File: src/rtl/core/rgb_to_argb_weighted_alpha_unit_defines.svh
// Assertion macros shared by the RGB to ARGB weighted alpha unit.
// Assumes the including module has clk and rst_n in scope.
`ifndef RGB_TO_ARGB_WEIGHTED_ALPHA_UNIT_DEFINES_SVH
`define RGB_TO_ARGB_WEIGHTED_ALPHA_UNIT_DEFINES_SVH

// Same-cycle implication, checked outside reset.
`define ARGBWA_ASSERT_IMPL(label, ante, cons, msg) \
    label: assert property (@(posedge clk) disable iff (!rst_n) (ante) |-> (cons)) \
        else $error(msg);

// Next-cycle implication, checked outside reset.
`define ARGBWA_ASSERT_NEXT(label, ante, cons, msg) \
    label: assert property (@(posedge clk) disable iff (!rst_n) (ante) |=> (cons)) \
        else $error(msg);

`endif

File: src/rtl/core/argbwa_pkg.sv
// Shared types and constants for the RGB to ARGB weighted alpha unit.
// No dependencies.
package argbwa_pkg;

    localparam logic [31:0] CTRL_RESET  = 32'hFF00_0000;
    localparam logic [31:0] WEIGHT_MASK = 32'h00FF_FFFF;

    localparam int CH_W    = 8;   // one color channel
    localparam int PROD_W  = 16;  // weight * channel
    localparam int SUM_W   = 18;  // sum of three products
    localparam int WSUM_W  = 10;  // sum of three weights
    localparam int QUO_W   = 8;   // alpha quotient
    localparam int REM_W   = 18;  // (scale * sum) >> 8
    localparam int SCL_W   = SUM_W + CH_W;

    localparam int DIV_STEPS_DEFAULT = 2;

    typedef struct packed {
        logic [CH_W-1:0] red;
        logic [CH_W-1:0] green;
        logic [CH_W-1:0] blue;
    } pix_t;

    typedef struct packed {
        pix_t             pix;
        logic [REM_W-1:0] rem;
        logic [QUO_W-1:0] quo;
    } div_item_t;

endpackage

File: src/rtl/core/argbwa_mac.sv
// Weighted-sum front end: channel products, their sum, and the alpha scale.
// Three register stages with valid/ready. Depends on argbwa_pkg.
module argbwa_mac
    import argbwa_pkg::*;
(
    input  logic        clk,
    input  logic        rst_n,
    input  logic [31:0] ctrl,
    input  logic        in_valid,
    output logic        in_ready,
    input  pix_t        in_pix,
    output logic        out_valid,
    input  logic        out_ready,
    output div_item_t   out_item
);

    logic              a_valid_reg;
    logic              b_valid_reg;
    logic              c_valid_reg;
    logic              a_ready;
    logic              b_ready;
    logic              c_ready;

    pix_t              a_pix_reg;
    logic [PROD_W-1:0] a_pr_reg;
    logic [PROD_W-1:0] a_pg_reg;
    logic [PROD_W-1:0] a_pb_reg;
    logic [PROD_W-1:0] a_pr_next;
    logic [PROD_W-1:0] a_pg_next;
    logic [PROD_W-1:0] a_pb_next;

    pix_t              b_pix_reg;
    logic [SUM_W-1:0]  b_sum_reg;
    logic [SUM_W-1:0]  b_sum_next;

    div_item_t         c_item_reg;
    div_item_t         c_item_next;
    logic [SCL_W-1:0]  scaled;

    assign c_ready  = !c_valid_reg || out_ready;
    assign b_ready  = !b_valid_reg || c_ready;
    assign a_ready  = !a_valid_reg || b_ready;
    assign in_ready = a_ready;

    assign a_pr_next = PROD_W'(in_pix.red)   * PROD_W'(ctrl[23:16]);
    assign a_pg_next = PROD_W'(in_pix.green) * PROD_W'(ctrl[15:8]);
    assign a_pb_next = PROD_W'(in_pix.blue)  * PROD_W'(ctrl[7:0]);

    assign b_sum_next = SUM_W'(a_pr_reg) + SUM_W'(a_pg_reg) + SUM_W'(a_pb_reg);

    // dividing by 256 up front keeps the divider narrow; floors compose
    assign scaled = SCL_W'(b_sum_reg) * SCL_W'(ctrl[31:24]);

    always_comb
    begin
        c_item_next     = '0;
        c_item_next.pix = b_pix_reg;
        c_item_next.rem = scaled[SCL_W-1:CH_W];
        c_item_next.quo = '0;
    end

    always_ff @(posedge clk or negedge rst_n)
    begin
        if (!rst_n)
        begin
            a_valid_reg <= 1'b0;
            b_valid_reg <= 1'b0;
            c_valid_reg <= 1'b0;
        end
        else
        begin
            if (a_ready)
                a_valid_reg <= in_valid;
            if (b_ready)
                b_valid_reg <= a_valid_reg;
            if (c_ready)
                c_valid_reg <= b_valid_reg;
        end
    end

    always_ff @(posedge clk)
    begin
        if (in_valid && a_ready)
        begin
            a_pix_reg <= in_pix;
            a_pr_reg  <= a_pr_next;
            a_pg_reg  <= a_pg_next;
            a_pb_reg  <= a_pb_next;
        end
        if (a_valid_reg && b_ready)
        begin
            b_pix_reg <= a_pix_reg;
            b_sum_reg <= b_sum_next;
        end
        if (b_valid_reg && c_ready)
            c_item_reg <= c_item_next;
    end

    assign out_valid = c_valid_reg;
    assign out_item  = c_item_reg;

endmodule

File: src/rtl/core/argbwa_div_stage.sv
// One stage of the restoring divider: resolves STEPS quotient bits,
// starting at FIRST_BIT and going down. Depends on argbwa_pkg.
module argbwa_div_stage
    import argbwa_pkg::*;
#(
    parameter int STEPS     = DIV_STEPS_DEFAULT,
    parameter int FIRST_BIT = QUO_W - 1
)
(
    input  logic              clk,
    input  logic              rst_n,
    input  logic [WSUM_W-1:0] wsum,
    input  logic              in_valid,
    output logic              in_ready,
    input  div_item_t         in_item,
    output logic              out_valid,
    input  logic              out_ready,
    output div_item_t         out_item
);

    logic      valid_reg;
    div_item_t item_reg;
    div_item_t item_next;

    assign in_ready = !valid_reg || out_ready;

    always_comb
    begin
        logic [REM_W-1:0] rem_v;
        logic [QUO_W-1:0] quo_v;
        logic [REM_W-1:0] trial;
        rem_v = in_item.rem;
        quo_v = in_item.quo;
        trial = '0;
        for (int s = 0; s < STEPS; s++)
        begin
            trial = REM_W'(wsum) << (FIRST_BIT - s);
            if (rem_v >= trial)
            begin
                rem_v = rem_v - trial;
                quo_v = quo_v | (QUO_W'(1) << (FIRST_BIT - s));
            end
        end
        item_next     = in_item;
        item_next.rem = rem_v;
        item_next.quo = quo_v;
    end

    always_ff @(posedge clk or negedge rst_n)
    begin
        if (!rst_n)
            valid_reg <= 1'b0;
        else if (in_ready)
            valid_reg <= in_valid;
    end

    always_ff @(posedge clk)
    begin
        if (in_valid && in_ready)
            item_reg <= item_next;
    end

    assign out_valid = valid_reg;
    assign out_item  = item_reg;

endmodule

File: src/rtl/core/rgb_to_argb_weighted_alpha_unit.sv
// Top level of the RGB to ARGB weighted alpha unit.
// Depends on argbwa_pkg, argbwa_mac, argbwa_div_stage and the defines header.
`include "rgb_to_argb_weighted_alpha_unit_defines.svh"

// Takes one RGB pixel per item and returns one ARGB8888 word per item, in
// order. Throughput is one item per clock while out_ready is high. The
// weighted sum and scaling run in the MAC front end, then the restoring
// divider stages, each resolving DIV_STEPS quotient bits, divide
// by the weight sum. Each stage stalls only when the one after it is full,
// so bubbles are squeezed out and input keeps flowing while a result waits.
// alpha_control is written through cfg_valid/cfg_data (always ready); write
// it only while no item is in flight. Low 24 bits zero give constant alpha
// from bits 31-24; otherwise alpha = scale*(wr*R+wg*G+wb*B)/((wr+wg+wb)*256).
module rgb_to_argb_weighted_alpha_unit
    import argbwa_pkg::*;
#(
    parameter int DIV_STEPS = DIV_STEPS_DEFAULT
)
(
    input  logic        clk,
    input  logic        rst_n,

    input  logic        cfg_valid,
    output logic        cfg_ready,
    input  logic [31:0] cfg_data,

    input  logic        in_valid,
    output logic        in_ready,
    input  logic [7:0]  red,
    input  logic [7:0]  green,
    input  logic [7:0]  blue,

    output logic        out_valid,
    input  logic        out_ready,
    output logic [31:0] argb_word
);

    localparam int NUM_DIV = QUO_W / DIV_STEPS;

    logic [31:0]       ctrl_reg;
    logic [WSUM_W-1:0] wsum;
    logic              const_mode;
    pix_t              in_pix;
    logic [7:0]        alpha;

    logic              q_valid [NUM_DIV+1];
    logic              q_ready [NUM_DIV+1];
    div_item_t         q_item  [NUM_DIV+1];

    assign cfg_ready = 1'b1;

    always_ff @(posedge clk or negedge rst_n)
    begin
        if (!rst_n)
            ctrl_reg <= CTRL_RESET;
        else if (cfg_valid && cfg_ready)
            ctrl_reg <= cfg_data;
    end

    assign const_mode = (ctrl_reg & WEIGHT_MASK) == 32'h0;
    assign wsum = WSUM_W'(ctrl_reg[23:16]) + WSUM_W'(ctrl_reg[15:8])
                + WSUM_W'(ctrl_reg[7:0]);

    assign in_pix.red   = red;
    assign in_pix.green = green;
    assign in_pix.blue  = blue;

    argbwa_mac u_mac (
        .clk       (clk),
        .rst_n     (rst_n),
        .ctrl      (ctrl_reg),
        .in_valid  (in_valid),
        .in_ready  (in_ready),
        .in_pix    (in_pix),
        .out_valid (q_valid[0]),
        .out_ready (q_ready[0]),
        .out_item  (q_item[0])
    );

    for (genvar i = 0; i < NUM_DIV; i++)
    begin : g_div
        argbwa_div_stage #(
            .STEPS     (DIV_STEPS),
            .FIRST_BIT (QUO_W - 1 - i * DIV_STEPS)
        ) u_div (
            .clk       (clk),
            .rst_n     (rst_n),
            .wsum      (wsum),
            .in_valid  (q_valid[i]),
            .in_ready  (q_ready[i]),
            .in_item   (q_item[i]),
            .out_valid (q_valid[i+1]),
            .out_ready (q_ready[i+1]),
            .out_item  (q_item[i+1])
        );
    end

    // constant mode bypasses the quotient; wsum is zero there
    assign alpha = const_mode ? ctrl_reg[31:24] : q_item[NUM_DIV].quo;

    assign out_valid        = q_valid[NUM_DIV];
    assign q_ready[NUM_DIV] = out_ready;
    assign argb_word        = {alpha, q_item[NUM_DIV].pix.red,
                               q_item[NUM_DIV].pix.green, q_item[NUM_DIV].pix.blue};

    `ARGBWA_ASSERT_IMPL(a_rem_below_divisor, out_valid && !const_mode,
        q_item[NUM_DIV].rem < REM_W'(wsum), "divider remainder not below weight sum")
    `ARGBWA_ASSERT_IMPL(a_alpha_below_max, out_valid && !const_mode,
        argb_word[31:24] != 8'hFF, "weighted alpha reached 255")
    `ARGBWA_ASSERT_IMPL(a_zero_scale, out_valid && !const_mode && ctrl_reg[31:24] == 8'h00,
        argb_word[31:24] == 8'h00, "zero scale gave nonzero alpha")
    `ARGBWA_ASSERT_NEXT(a_divider_entry, q_valid[0] && q_ready[0] && q_item[0].quo == '0,
        q_valid[1], "item entering divider was lost")

endmodule
File: config.mk
export PLATFORM = sky130hd
export DESIGN_NAME = rgb_to_argb_weighted_alpha_unit
export DESIGN_NICKNAME = d
export VERILOG_FILES = /design/src/rtl/core/argbwa_pkg.sv /design/src/rtl/core/argbwa_mac.sv /design/src/rtl/core/argbwa_div_stage.sv /design/src/rtl/core/rgb_to_argb_weighted_alpha_unit.sv
export VERILOG_INCLUDE_DIRS = /design/src /design/src/rtl/core
export SDC_FILE = /design/constraint.sdc
export NUM_CORES = 1
export LEC_CHECK = 0
export ABC_AREA = 1
export BUFFER_PORTS_ARGS = -buffer_cell sky130_fd_sc_hd__buf_2
export CORE_MARGIN = 3
export CORE_UTILIZATION = 50
export DETAILED_ROUTE_END_ITERATION = 8
export GPL_ROUTABILITY_DRIVEN = 0
export MAX_ROUTING_LAYER = met4
export PLACE_DENSITY = 0.66
export SLEW_MARGIN = 5
export SYNTH_ARGS = -nofsm -noshare
export SYNTH_HDL_FRONTEND = slang
export SYNTH_SLANG_ARGS = --single-unit
File: constraint.sdc
create_clock -name clk -period 6.9 [get_ports clk]
set_clock_uncertainty 0.05 [all_clocks]
set_input_delay 0.69 -clock clk [delete_from_list [all_inputs] [get_ports clk]]
set_output_delay 0.69 -clock clk [all_outputs]
set_load 0.02 [all_outputs]
======== Word-level counts from Yosys, hierarchy flattened ========
Index checks and enable logic that the tools add are counted.
word-level totals
  register bits ........................... 377
  latch bits .............................. 0
  memory bits (writable) .................. 0
  bits in read-only memories .............. 0
  bits of input ports ..................... 61
  output and inout port bits .............. 35
  memories kept ........................... 0
cells by class
  add/sub/neg operators ................... 11
  multiply operators ...................... 4
  div/mod/pow operators ................... 0
  order comparisons ....................... 8
  equality and inequality tests ........... 0
  shift operators ......................... 0
  muxes and demuxes ....................... 12
  bitwise logic cells ..................... 0
  reductions and logical operators ........ 22
operators by type and width
  operator          number
  $mux 18           7
  $mul 8x8->16      3
  $logic_not 32->1  1
  $mul 18x8->26     1
  $add 18x16->18    1
  $ge 18x10->1      1
  $ge 18x11->1      1
  $ge 18x12->1      1
  $ge 18x13->1      1
  $ge 18x14->1      1
  $ge 18x15->1      1
  $ge 18x16->1      1
  $ge 18x17->1      1
  $sub 18x11->18    1
  $sub 18x12->18    1
  $sub 18x13->18    1
  $sub 18x14->18    1
  $sub 18x15->18    1
  $sub 18x16->18    1
  $sub 18x17->18    1
  $add 16x16->17    1
  $mux 8            2
  $add 9x8->10      1
  $add 8x8->9       1
  6 further kinds   24

======== Depth between registers and ports, before layout ========
  depth in word-level cells ............... 9
  depth in mapped cells ................... 38
  gate-level depth less buffers ........... 35

======== By module ========
Synthesis repeated with hierarchy kept, for this count alone.
second synthesis, totals
  cell total of the unflattened synthesis .. 3594
  area, all modules ....................... 32361.0 um^2
modules (own cells, without submodules)
  module                              instances  cells an instance  area an instance (um^2)
  argbwa_mac                          1          1951               17241.5
  argbwa_div_stage at g_div[3].u_div  1          397                3513.4
  argbwa_div_stage at g_div[2].u_div  1          379                3318.2
  argbwa_div_stage at g_div[1].u_div  1          340                3171.8
  argbwa_div_stage at g_div[0].u_div  1          333                3086.7
  rgb_to_argb_weighted_alpha_unit     1          194                2029.4

======== Worst setup path before layout ========
OpenSTA, ideal clock, no wires.
  path type ............................... register to register
  from .................................... register ctrl_reg[1]
  to ...................................... register g_div[1].u_div.item_reg, in the netlist g_div[1].u_div.out_item[21], data pin
  data arrival time ....................... 5.901 ns
  required time ........................... 6.597 ns
  slack ................................... 0.696 ns
  cell stages (with the launch flop) ...... 38
  period minus slack after synthesis ...... 6.204 ns
  path through ............................ dfrtp_1 -> clkbuf_1 -> inv_1 -> fa_1 -> inv_1 -> ha_1 -> fa_1 -> nand2_2 -> nand3_2 -> nand2_4 -> inv_1 -> o21ai_0 -> ha_1 -> inv_1 -> nor2_1 -> inv_1 -> nor2_2 -> nand3_1 -> [2 not listed] -> nand2_4 -> buf_6 -> clkbuf_1 -> nor2_1 -> a21oi_1 -> ha_1 -> a21oi_1 -> o21ai_0 -> and3_1 -> nor2_1 -> inv_1 -> nand2_2 -> nand2_2 -> a21boi_2 -> nand2_2 -> buf_6 -> nand2_1 -> nand2_1
RTL lines
  item                      line                                   RTL
  start: declaration        rgb_to_argb_weighted_alpha_unit.sv:40  logic [31:0] ctrl_reg;
  start signal: assignment  rgb_to_argb_weighted_alpha_unit.sv:57  ctrl_reg <= cfg_data;
  end signal: assignment    argbwa_div_stage.sv:60                 item_reg <= item_next;
  end: declaration          argbwa_div_stage.sv:22                 div_item_t item_reg;

==> flow_metrics.tcl <==
set metrics [dict create \
    syn_avg_cell_area_sq_um 9.24 \
    cts_tree "yes" \
    rr_startpoint "ctrl_reg[1]" \
    post-route-period-util_pct 92.9 \
    layout-drive-gt1-share_pct 8.60 \
    regArea_sq_um 10800 \
    numCtsBuffers 42 \
    synth-async-reset-ratio_pct 10.7 \
    n_fill_cell 4964 \
    postCtsHoldBufs 0 \
    yosys.area.top_type "edfxtp_1" \
    area_growth_pct 8.59 \
    grt_usage_pct 23.5 \
    grt_pass1_vias 20900 \
    initial_core_util_pct 51.1 \
    ios 96 \
    dp_hpwl_um 52600 \
    dp_cells 3899 \
    nets 3727 \
    r2r_setup_slack_ns 0.49 \
    postPlaceCellArea_sq_um 30100 \
    syn-num-nets 3685 \
    clk_latency_ns 0.59 \
    maxCapViolCount 0 \
    synth.most_common_cell "nand2_1" \
    hold_violations 0 \
    fp.dieW_um 247 \
    min_path_type "input pin to async pin" \
    cp.arrival_ns 6.68 \
    synth-simple-area-share_pct 15.5 \
    dr.first_iter.drc_count 1412 \
    synth-edff-count 326 \
    utilization_pct 55.5 \
    core_area_sq_um 56900 \
    synth_top_family_by_area "adder cells" \
    synth_common_cells "697 x nand2_1, 643 x inv_1, 326 x edfxtp_1" \
    endpoint_kind "flip-flop" \
    first_pass_iters 6 \
    routedWlPerCell_um 16.9 \
    synth_cells 3146 \
    worstSetupPathType "flip-flop to flip-flop" \
    yosysWarningCount 0 \
    critPathRequiredTime_ns 7.17 \
    clk_pin_slew_worst_paths_ns 0.06 \
    cp_slowest_cell "fa_1" \
    cts_root_buf "clkbuf_16" \
    worst_pin_slew_ns 1.10 \
    ant_nets 0 \
    instances_no_fill 3978 \
    grt_antenna_before_repair 0 \
    cp_common_cell "inv_1" \
    clock.fmax_mhz 156 \
    synth_ff_type "edfxtp_1" \
    finalSetupViolCount 0 \
    drt_wl_total_um 67400 \
    maxSlewHeadroom_pct 26.3 \
    post_drt_via_cell_ratio 5.28 \
    synth_mux_area_share_pct 0.348 \
    rsz0062_at_grt "no" \
    largest_reg_flops 170 \
    via_count 21000 \
    rows 87 \
    synthXorXnorAreaFrac_pct 3.92 \
    setup-tns-final_ns 0 \
    synth-adder-area-share_pct 26.3 \
    netlist_area_sq_um 29100 \
    final_cell_area_sq_um 31600 \
    period_needed_ns 6.41 \
    cp_slowest_stage_delay_ns 0.55 \
    status "finished clean" \
    cp_max_fo 19 \
    io_buffers 94 \
    fp.dieH_um 247 \
    multi_input_area_sq_um 15300 \
    reg2reg_depth 30 \
    drcViolationCount 0 \
    synth_top_area_share_pct 33.7 \
    grt_max_degree 73 \
    ys_types 55 \
    r2r_end "g_div[0].u_div.out_item[21]" \
    grt_pass1_wl_um 110000 \
    synth-compound-area-share_pct 6.38 \
    htreeDepth 2 \
    yosys-top-cells-area "edfxtp_1 34%, fa_1 15%, ha_1 11%" \
    dieArea_sq_um 61100 \
    synth_seq_cells 365 \
    max-clock-path-buffers 3 \
    gr-total-overflow 0 \
    insertedDiodeCount 0 \
    cts_sinks 365 \
    critPathLaunchType "flip-flop" \
    drv_slew 0 \
    seq_area_frac_synth_pct 37.1 \
]
cells in the final DEF (no fill, tap or decap), types with 9 or more instances in the layout:
cell type | synthesis | routed
nand2_1 | 697 | 695
inv_1 | 643 | 639
edfxtp_1 | 326 | 326
ha_1 | 257 | 257
fa_1 | 221 | 221
a21oi_1 | 154 | 153
nor2_1 | 130 | 127
nand3_1 | 109 | 109
o21ai_0 | 101 | 99
buf_2 | 5 | 94
xor2_1 | 89 | 89
clkbuf_16 | 0 | 42
xnor2_1 | 41 | 41
nand4_1 | 32 | 32
buf_4 | 25 | 32
dfrtp_1 | 31 | 29
o21ai_1 | 21 | 23
o21bai_1 | 19 | 19
nor3_1 | 15 | 15
nand2_2 | 12 | 14
nand3_2 | 12 | 12
nor4_1 | 10 | 10
inv_2 | 7 | 9
mux2_2 | 9 | 9
metrics by stage:
| step | worst slack, ns | hold WS [ns] |
|---|---|---|
| 2_1_floorplan | 0.696 | 0.344 |
| 4_1_cts | 0.123 | 0.128 |
| 6_report | 0.490 | 0.135 |
| 3_5_place_dp | 0.136 | 0.355 |
| 5_1_grt | 0.00274 | 0.160 |
| 3_3_place_gp | 0.372 | 0.351 |
layer usage:
layer	global-route usage [%]	part of all wire, %	wire (um)	vias up
li1	-	-	-	10000
met1	32.6	44	29800	10100
met2	36.2	45	30600	751
met3	3.17	7.5	5030	127
met4	7.04	2.9	1970	0
met5	-	0	0	-
cells by family after synthesis:
group,Yosys count
simple gates,1048
buf+inv,778
fa+ha+maj,478
flops,365
compound gates,337
xor+xnor,130
mux,9
other cells,1
critical path, delay by kind of cell, from the launching register on:
kind,cells,cell delay (ns)
adder cells (fa/ha/maj),5,2.15
AO/OA/AOI/OAI,10,1.74
AND/OR/NAND/NOR,9,1.06
buffers and inverters,6,0.69
flip-flops,1,0.45
worst max path at each step:
stage,startpoint,end,slack (ns)
6_report,ctrl_reg[1],g_div[0].u_div.out_item[21],0.49
5_1_grt,ctrl_reg[1],g_div[0].u_div.out_item[21],0.003
4_1_cts,ctrl_reg[1],g_div[0].u_div.out_item[21],0.12
3_5_place_dp,ctrl_reg[1],g_div[0].u_div.out_item[21],0.14
3_3_place_gp,ctrl_reg[1],g_div[0].u_div.out_item[22],0.37
2_1_floorplan,ctrl_reg[1],g_div[1].u_div.out_item[21],0.70
area by class of cell:
type	count	area share (%)
tap	756	3.00
timing repair buffer	126	2.25
sequential	365	34.1
multi-input combinational	2003	48.4
clock inverter	25	0.943
clock buffer	53	3.59
inverter	650	7.74
timing repair:
item                                    in CTS  in global routing
setup buffers                                0                  1
endpoints found under the setup margin       0                 16
endpoints found under the hold margin        0                  0
gates resized for setup                      0                  8
Power is not shown: default switching activity piles up to over one toggle a cycle in this logic, so the estimate is an artifact.
